<file path="config.mk">
export PLATFORM = sky130hd
export DESIGN_NAME = bcm_ctrl
export DESIGN_NICKNAME = d
export VERILOG_FILES = /design/src/hdl/bcm_pkg.sv /design/src/hdl/bcm_ctrl.sv
export SDC_FILE = /design/constraint.sdc
export NUM_CORES = 1
export LEC_CHECK = 0
export BUFFER_PORTS_ARGS = -buffer_cell sky130_fd_sc_hd__buf_2
export CORE_MARGIN = 2
export CORE_UTILIZATION = 31
export DETAILED_ROUTE_END_ITERATION = 7
export GPL_ROUTABILITY_DRIVEN = 0
export PLACE_DENSITY = 0.53
export SYNTH_ARGS = -nofsm -noshare
export SYNTH_HDL_FRONTEND = slang
export SYNTH_SLANG_ARGS = --single-unit
</file>
<file path="constraint.sdc">
create_clock -name clk_i -period 2.9 [get_ports clk_i]
set_clock_uncertainty 0.05 [all_clocks]
set_input_delay 0 -clock clk_i [delete_from_list [all_inputs] [get_ports clk_i]]
set_output_delay 0 -clock clk_i [all_outputs]
set_load 0.005 [all_outputs]
</file>
<file path="src/hdl/bcm_pkg.sv">
// bcm_pkg: shared types, sizes and codes of the body collision merge block
// used by bcm_ctrl, bcm_dp, bcm_checker and the top level body_collision_merge
package bcm_pkg;

  localparam int MAX_BODIES = 64;
  localparam int DIMS       = 3;
  localparam int IDX_W      = $clog2(MAX_BODIES);
  localparam int CNT_W      = $clog2(MAX_BODIES + 1);
  localparam int AXIS_W     = 2;
  localparam int DIV_STEPS  = 64;
  localparam int DIV_CNT_W  = $clog2(DIV_STEPS);
  localparam int GROWTH_W   = 17;
  localparam logic [GROWTH_W-1:0] GROWTH_RESET = GROWTH_W'(65536);

  // one stored body, all axes kept; axes beyond DIMS hold zero
  typedef struct packed {
    logic [2:0][31:0] pos;
    logic [2:0][31:0] vel;
    logic [31:0]      mass;
    logic [31:0]      radius;
    logic             active;
  } body_t;

  typedef enum logic [4:0] {
    S_IDLE,
    S_I_RD,
    S_I_CAP,
    S_J_RD,
    S_J_CAP,
    S_DIST_MUL,
    S_DIST_ACC,
    S_RAD_MUL,
    S_RAD_CMP,
    S_VEL_MUL,
    S_DIV_LD,
    S_DIV,
    S_VEL_UPD,
    S_GROW_MUL,
    S_MERGE_UPD,
    S_WR_J,
    S_WR_I,
    S_E_RD,
    S_E_CAP,
    S_E_OUT
  } state_e;

  typedef enum logic [1:0] {
    MUL_DIST,
    MUL_RSUM,
    MUL_VEL,
    MUL_GROW
  } mul_sel_e;

  typedef enum logic [1:0] {
    WR_LOAD,
    WR_J,
    WR_I
  } wr_sel_e;

  // commands from the controller to the datapath
  typedef struct packed {
    logic [IDX_W-1:0]  rd_addr;
    logic              wr_en;
    wr_sel_e           wr_sel;
    logic [IDX_W-1:0]  wr_addr;
    logic              cap_i;
    logic              cap_j;
    logic              mul_en;
    mul_sel_e          mul_sel;
    logic [AXIS_W-1:0] axis;
    logic              acc_clr;
    logic              acc_en;
    logic              cmp_en;
    logic              div_load;
    logic              div_step;
    logic              vel_upd;
    logic              merge_upd;
    logic              out_cap;
    logic              out_last;
  } cmd_t;

  // status from the datapath to the controller
  typedef struct packed {
    logic rd_active;
    logic overlap;
    logic heavy_j;
    logic div_last;
  } status_t;

endpackage

</file>
<file path="src/hdl/bcm_ctrl.sv">
// bcm_ctrl: sequencer of the body collision merge block
// walks loads, the pair loop, the merge steps and the emission; uses bcm_pkg
module bcm_ctrl import bcm_pkg::*; (
  input  logic    clk_i,
  input  logic    rst_ni,
  input  logic    in_valid_i,
  input  logic    operation_i,
  output logic    in_stall_o,
  output logic    out_valid_o,
  input  logic    out_stall_i,
  input  status_t status_i,
  output cmd_t    cmd_o
);

  state_e            state_q, state_d;
  logic [CNT_W-1:0]  count_q, count_d;
  logic [IDX_W-1:0]  bi_q, bi_d;
  logic [IDX_W-1:0]  bj_q, bj_d;
  logic [IDX_W-1:0]  k_q, k_d;
  logic [AXIS_W-1:0] axis_q, axis_d;
  logic              last_i, last_j, last_k, last_axis, store_full;

  assign last_i     = (CNT_W'(bi_q) + CNT_W'(1)) == count_q;
  assign last_j     = (CNT_W'(bj_q) + CNT_W'(1)) == count_q;
  assign last_k     = (CNT_W'(k_q) + CNT_W'(1)) == count_q;
  assign last_axis  = axis_q == AXIS_W'(DIMS - 1);
  assign store_full = count_q == CNT_W'(MAX_BODIES);

  // control registers
  always_ff @(posedge clk_i or negedge rst_ni) begin
    if (!rst_ni) begin
      state_q <= S_IDLE;
      count_q <= '0;
      bi_q    <= '0;
      bj_q    <= '0;
      k_q     <= '0;
      axis_q  <= '0;
    end else begin
      state_q <= state_d;
      count_q <= count_d;
      bi_q    <= bi_d;
      bj_q    <= bj_d;
      k_q     <= k_d;
      axis_q  <= axis_d;
    end
  end

  // next state and loop indexes
  always_comb begin
    state_d = state_q;
    count_d = count_q;
    bi_d    = bi_q;
    bj_d    = bj_q;
    k_d     = k_q;
    axis_d  = axis_q;
    case (state_q)
      S_IDLE: begin
        if (in_valid_i) begin
          if (!operation_i) begin
            if (!store_full) count_d = count_q + CNT_W'(1);
          end else if (count_q != '0) begin
            bi_d    = '0;
            state_d = S_I_RD;
          end
        end
      end
      S_I_RD: state_d = S_I_CAP;
      S_I_CAP: begin
        if (!status_i.rd_active || last_i) begin
          if (last_i) begin
            k_d     = '0;
            state_d = S_E_RD;
          end else begin
            bi_d    = bi_q + IDX_W'(1);
            state_d = S_I_RD;
          end
        end else begin
          bj_d    = bi_q + IDX_W'(1);
          state_d = S_J_RD;
        end
      end
      S_J_RD: state_d = S_J_CAP;
      S_J_CAP: begin
        if (!status_i.rd_active) begin
          if (last_j) state_d = S_WR_I;
          else begin
            bj_d    = bj_q + IDX_W'(1);
            state_d = S_J_RD;
          end
        end else begin
          axis_d  = '0;
          state_d = S_DIST_MUL;
        end
      end
      S_DIST_MUL: state_d = S_DIST_ACC;
      S_DIST_ACC: begin
        if (last_axis) state_d = S_RAD_MUL;
        else begin
          axis_d  = axis_q + AXIS_W'(1);
          state_d = S_DIST_MUL;
        end
      end
      S_RAD_MUL: state_d = S_RAD_CMP;
      S_RAD_CMP: begin
        if (!status_i.overlap) begin
          if (last_j) state_d = S_WR_I;
          else begin
            bj_d    = bj_q + IDX_W'(1);
            state_d = S_J_RD;
          end
        end else begin
          axis_d  = '0;
          state_d = S_VEL_MUL;
        end
      end
      S_VEL_MUL: state_d = S_DIV_LD;
      S_DIV_LD:  state_d = S_DIV;
      S_DIV: begin
        if (status_i.div_last) state_d = S_VEL_UPD;
      end
      S_VEL_UPD: begin
        if (last_axis) state_d = S_GROW_MUL;
        else begin
          axis_d  = axis_q + AXIS_W'(1);
          state_d = S_VEL_MUL;
        end
      end
      S_GROW_MUL:  state_d = S_MERGE_UPD;
      S_MERGE_UPD: state_d = S_WR_J;
      S_WR_J: begin
        // body i absorbed: its inner loop stops
        if (status_i.heavy_j || last_j) state_d = S_WR_I;
        else begin
          bj_d    = bj_q + IDX_W'(1);
          state_d = S_J_RD;
        end
      end
      S_WR_I: begin
        if (last_i) begin
          k_d     = '0;
          state_d = S_E_RD;
        end else begin
          bi_d    = bi_q + IDX_W'(1);
          state_d = S_I_RD;
        end
      end
      S_E_RD:  state_d = S_E_CAP;
      S_E_CAP: state_d = S_E_OUT;
      S_E_OUT: begin
        if (!out_stall_i) begin
          if (last_k) begin
            count_d = '0;
            state_d = S_IDLE;
          end else begin
            k_d     = k_q + IDX_W'(1);
            state_d = S_E_RD;
          end
        end
      end
      default: state_d = S_IDLE;
    endcase
  end

  // datapath commands and handshake outputs
  always_comb begin
    cmd_o         = '0;
    cmd_o.wr_sel  = WR_LOAD;
    cmd_o.mul_sel = MUL_DIST;
    cmd_o.axis    = axis_q;
    cmd_o.wr_addr = count_q[IDX_W-1:0];
    cmd_o.rd_addr = bi_q;
    in_stall_o    = 1'b1;
    out_valid_o   = 1'b0;
    case (state_q)
      S_IDLE: begin
        in_stall_o  = 1'b0;
        cmd_o.wr_en = in_valid_i && !operation_i && !store_full;
      end
      S_I_RD:     cmd_o.rd_addr = bi_q;
      S_I_CAP:    cmd_o.cap_i = 1'b1;
      S_J_RD:     cmd_o.rd_addr = bj_q;
      S_J_CAP: begin
        cmd_o.cap_j   = 1'b1;
        cmd_o.acc_clr = 1'b1;
      end
      S_DIST_MUL: begin
        cmd_o.mul_en  = 1'b1;
        cmd_o.mul_sel = MUL_DIST;
      end
      S_DIST_ACC: cmd_o.acc_en = 1'b1;
      S_RAD_MUL: begin
        cmd_o.mul_en  = 1'b1;
        cmd_o.mul_sel = MUL_RSUM;
      end
      S_RAD_CMP:  cmd_o.cmp_en = 1'b1;
      S_VEL_MUL: begin
        cmd_o.mul_en  = 1'b1;
        cmd_o.mul_sel = MUL_VEL;
      end
      S_DIV_LD:   cmd_o.div_load = 1'b1;
      S_DIV:      cmd_o.div_step = 1'b1;
      S_VEL_UPD:  cmd_o.vel_upd = 1'b1;
      S_GROW_MUL: begin
        cmd_o.mul_en  = 1'b1;
        cmd_o.mul_sel = MUL_GROW;
      end
      S_MERGE_UPD: cmd_o.merge_upd = 1'b1;
      S_WR_J: begin
        cmd_o.wr_en   = 1'b1;
        cmd_o.wr_sel  = WR_J;
        cmd_o.wr_addr = bj_q;
      end
      S_WR_I: begin
        cmd_o.wr_en   = 1'b1;
        cmd_o.wr_sel  = WR_I;
        cmd_o.wr_addr = bi_q;
      end
      S_E_RD:     cmd_o.rd_addr = k_q;
      S_E_CAP: begin
        cmd_o.out_cap  = 1'b1;
        cmd_o.out_last = last_k;
      end
      S_E_OUT:    out_valid_o = 1'b1;
      default:    cmd_o.rd_addr = bi_q;
    endcase
  end

endmodule

</file>
Word-level counts from Yosys, hierarchy flattened
Cells that the tools add are included.
- bits of input ports: 9
- word-level logic and storage cells: 134
- flip-flop bits (word level): 32
- output and inout bits: 33
- mux-type cells: 57
- reduce and logical (&&, ||, !) cells: 22
- eq/ne operators: 41
- add/sub/neg operators: 8
- operator list (kind ; count):
    $pmux W5 S20 ; 1
    $mux W6 ; 14
    $mux W5 ; 12
    $eq A5 B4 Y1 const B ; 8
    $pmux W6 S3 ; 2
    $mux W7 ; 5
    $ne A2 B2 Y1 const B ; 17
    $pmux W6 S4 ; 1
    $add A6 B1 Y7 const B ; 3
    $eq A7 B7 Y1 ; 3
    $eq A5 B3 Y1 const B ; 4
    $eq A5 B5 Y1 const B ; 4
    $add A6 B1 Y6 const B ; 3
    $pmux W8 S2 ; 1
    $reduce_and A5 Y1 ; 3
    $pmux W7 S2 ; 1
    $pmux W3 S4 ; 1
    $pmux W6 S2 ; 1
    $eq A5 B2 Y1 const B ; 2
    $mux W1 ; 10
    $mux W2 ; 5
    $reduce_bool A3 Y1 ; 3
    $reduce_and A4 Y1 ; 2
    $add A7 B1 Y7 const B ; 1
    16 further kinds ; 21

Longest topological paths before layout
- depth in word-level cells: 5
- depth in mapped cells: 9
- mapped depth without buffers: 8

Worst setup path after synthesis
OpenSTA, ideal clock, no wires.
- path kind: reg2reg
- start point: register bj_q[0]
- end point: register bj_q[1]
- period minus slack after synthesis: 2.466 ns
- cell stages (with the launch flop): 9
- path buffers: 0
- required time: 2.722 ns
- arrival time: 2.288 ns
- library setup time: 0.128 ns
- path slack: 0.434 ns
- path through: dfrtp_1 ha_1 o21ba_2 a221oi_1 o221ai_1 nor3_2 a221o_1 nor2_2 mux2_1
- longest elaborated chain between the ends: 5
- elaborated cells on any way between the ends: 11
- classes of those cells: add/sub: 2; eq/ne: 2; mux: 5; reduce/logical: 2
- ends and longest elaborated chain (what ; RTL line ; RTL):
    from (decl) ; bcm_ctrl.sv:18 ; logic [IDX_W-1:0] bj_q, bj_d;
    from (signal assigned) ; bcm_ctrl.sv:42 ; bj_q <= bj_d;
    $add A6 B1 Y7 ; bcm_ctrl.sv:24 ; assign last_j = (CNT_W'(bj_q) + CNT_W'(1)) == count_q;
    $eq A7 B7 Y1 ; bcm_ctrl.sv:24 ;
    $mux W6 / $logic_or A1 B1 Y1 (equally long branches) ; bcm_ctrl.sv:85, bcm_ctrl.sv:106, bcm_ctrl.sv:132 ;
    $mux W6, or another cell as far along ; bcm_ctrl.sv:105 ; if (!status_i.overlap) begin
    $pmux W6 S4 / $reduce_and A5 Y1 (equally long branches) ; - ;
Parallel ways exist; a longest one is shown, timed or not. The select of a mux whose other input is x is not followed.
A chain may end at the register's enable or synchronous reset.

Worst setup path in the final report
- start point: register bi_q[1]
- end point: register bi_q[4]
- longest elaborated chain between the ends: 5
- elaborated cells on any way between the ends: 9
- classes of those cells: add/sub: 2; eq/ne: 2; mux: 3; reduce/logical: 2
- ends and longest elaborated chain (what ; RTL line ; RTL):
    from (decl) ; bcm_ctrl.sv:17 ; logic [IDX_W-1:0] bi_q, bi_d;
    from (signal assigned) ; bcm_ctrl.sv:41 ; bi_q <= bi_d;
    $add A6 B1 Y7 ; bcm_ctrl.sv:23 ; assign last_i = (CNT_W'(bi_q) + CNT_W'(1)) == count_q;
    $eq A7 B7 Y1 ; bcm_ctrl.sv:23 ;
    $mux W6 / $logic_or A1 B1 Y1 (equally long branches) ; bcm_ctrl.sv:70, bcm_ctrl.sv:139, bcm_ctrl.sv:69 ;
    $mux W6 / $ne A2 B2 Y1 (equally long branches) ; - ;
    $pmux W6 S3 / $reduce_and A5 Y1 (equally long branches) ; - ;
Parallel ways exist; a longest one is shown, timed or not. The select of a mux whose other input is x is not followed.

==> metrics.cfg <==
[placement]
place_ws_ns=0.0923
place_area_um2=3380
hpwl_um=6940
placement.io_buffers=41

[timing]
rsz0062_at_grt=no
fin_crit_ns=2.71
finalHoldViolCount=0
worst_slack_ns=0.193
setup_tns_ns=0
worst_pin_slew_ns=0.779
relSlewSlack_pct=48.0
finalSetupViolCount=0
fmax_mhz=369
final_max_slew_viol_count=0
fin_crit_sh_pct=93.3

[cts]
root_buffer=clkbuf_8
insertion_delay_ns=0.29
cts_buffers=5
htree_levels=2
clockBufferDepth=2
cts_setup_buffers=0
cts_tree=done
clk_pin_slew_ns=0.07
clock-sinks=32

[logic_synthesis]
synthCells=379
netlist_area_um2=2980
synth_top_cell_area_share_pct=26.9
ys.flop_type=dfrtp_1
ys_types=71
ys_seq_elements=32
avgSynthCellArea_um2=7.85
synth-edff-count=0
synth_common_cells=nand2_1, dfrtp_1, nor2_1
synth.most_common_cell=nand2_1
yosysWarnings=0
synth_top_area_cell=dfrtp_1
async_flop_share_pct=100
synth-seq-area-share_pct=26.9
syn_nets=394
synthTopCellsByArea=dfrtp_1, nand2_1, xor2_1

[power]
p_sw_uw=1520
power.leakage_uw=0.00160
seq_power_share_pct=27.7
clock_power_share_pct=11.6
intPower_uw=1630
pwr_density_cell_nw_per_um2=901
pwr-share-comb_pct=60.7
peakVddDrop_uv=307
p_sw_share_pct=48.3
power_uw=3150

[final_layout]
final_core_util_pct=37.7
fin_nets=438
stdcell_area_um2=3500
area_growth_syn_to_layout_pct=17.4
antennaDiodeCount=0
drive_gt1_share_pct=20.5
nFillCells=1004

[floorplan]
ios=42
rows=35
start_util_pct=32.1
dieArea_um2=10400
core_um2=9280
chipWidth_um=102
die_height_um=102

[detailed_routing]
routedWlPerCell_um=16.4
dr.pass1.iters=4
finalWirelength_um=9080
num_vias=2976
avgViaCountPerCell=5.38
ant_nets=0
drt_iter0_drc=187
drc=0

[worst_setup_path]
cp.required_ns=3.04
slowest_stage=dfrtp_1
cp_data_arrival_time_ns=2.84
worst-path-max-fanout=6
rrSetupSlack_ns=0.19
setup.worst_path.class=register to register
start_kind=register
crit_path_end_kind=register
cpPeakStageDelay_ns=0.46
cp_cell_sequence=ha_2 > nand3_2 > o21a_1 > nor4b_1 > and3_2 > o221ai_2 > or2_1 > o31ai_1

[global_route]
use_met1_pct=25.6
grt_util_met2_pct=29.5
met3_usage_pct=2.33
grt_pass1_vias=2845
grt_first_pass_wirelength_um=14900
grt-ovfl-total=0
antenna_found_initial=0
track_usage_pct=18.3
top_usage_layer=met2
grt_max_degree=33

[hold_path]
hold_path.class=primary input to register

[run]
cap_violations=0

[outcome]
status=finished clean

## stage by stage
step / cells / hold WS, ns
2_1_floorplan: 379 / -0.346
3_3_place_gp: 543 / 0.0744
3_5_place_dp: 543 / 0.0740
4_1_cts: 553 / 0.0125
5_1_grt: 553 / 0.0514
6_report: 553 / 0.0206
## power groups by stage
stage	logic (uW)	clock network (uW)	registers, uW
2_1_floorplan	1460	0	673
3_3_place_gp	1890	0	869
3_5_place_dp	1890	0	869
4_1_cts	1900	377	863
5_1_grt	2140	406	897
6_report	1910	365	872
## layer usage
metal	vias up	wire (um)	share of wire, %
li1	1451	-	-
met1	1422	4160	46
met2	91	4310	48
met3	12	433	4.8
met4	0	169	1.9
met5	-	0	0
## sequential cells by signal (all words and copies together) (netlist names)
| signal | flops |
|---|---|
| state_q | 5 |
| bj_q | 6 |
| axis_q | 2 |
| k_q | 6 |
| count_q | 7 |
| bi_q | 6 |
## final timing paths
check,cells after the start,endpoint,from
setup reg to reg,8,bi_q[4],bi_q[1]
hold reg to reg,2,axis_q[1],axis_q[1]
setup / recovery,8,bi_q[4],bi_q[1]
min in group asynchronous,2,k_q[1],rst_ni
max in group asynchronous,2,bi_q[0],rst_ni
hold / removal,3,state_q[4],status_i[1]
## logic make-up (layout without fill, tap and decap cells)
group | count (synthesis) | count (layout) | share of synthesized area [%]
simple gates | 174 | 174 | 29.8
mux | 4 | 4 | 1.43
xor+xnor | 28 | 28 | 10.1
fa+ha+maj | 6 | 6 | 2.52
compound gates | 96 | 96 | 23.7
buf+inv | 39 | 84 | 5.59
flops | 32 | 32 | 26.9
## cells in the final DEF (no fill, tap or decap), types with 8 or more instances in the layout
cell type	n
nor2b_1	8
xor2_1	15
nand2_1	58
xnor2_1	9
a22oi_1	11
dfrtp_1	32
inv_1	12
nor2_1	32
o21ai_0	21
buf_4	20
nand3_1	12
a21oi_1	12
buf_2	41
nor3_1	19
## timing repair
action | CTS | global route
setup endpoints to repair | 0 | 10
gates resized for setup | 0 | 3
hold buffers | 2 | 0
endpoints found under the hold margin | 33 | 0
## cell type report
| cell class | instances | area (um2) | share of cell area, % |
|---|---|---|---|
| Tap cell | 129 | 161 | 4.62 |
| Sequential cell | 32 | 801 | 22.9 |
| Clock buffer | 8 | 90.1 | 2.58 |
| Inverter | 13 | 48.8 | 1.40 |
| Timing Repair Buffer | 63 | 375 | 10.7 |
| Multi-Input combinational cell | 308 | 2020 | 57.8 |
## critical path, delay by kind of cell, from the launching register on
| kind | cells | cell delay [ns] |
|---|---|---|
| AND/OR/NAND/NOR | 4 | 1.16 |
| adder cells (fa/ha/maj) | 1 | 0.29 |
| flip-flops | 1 | 0.46 |
| AO/OA/AOI/OAI | 3 | 0.65 |
No activity file was read; power rests on OpenSTA's default activity.
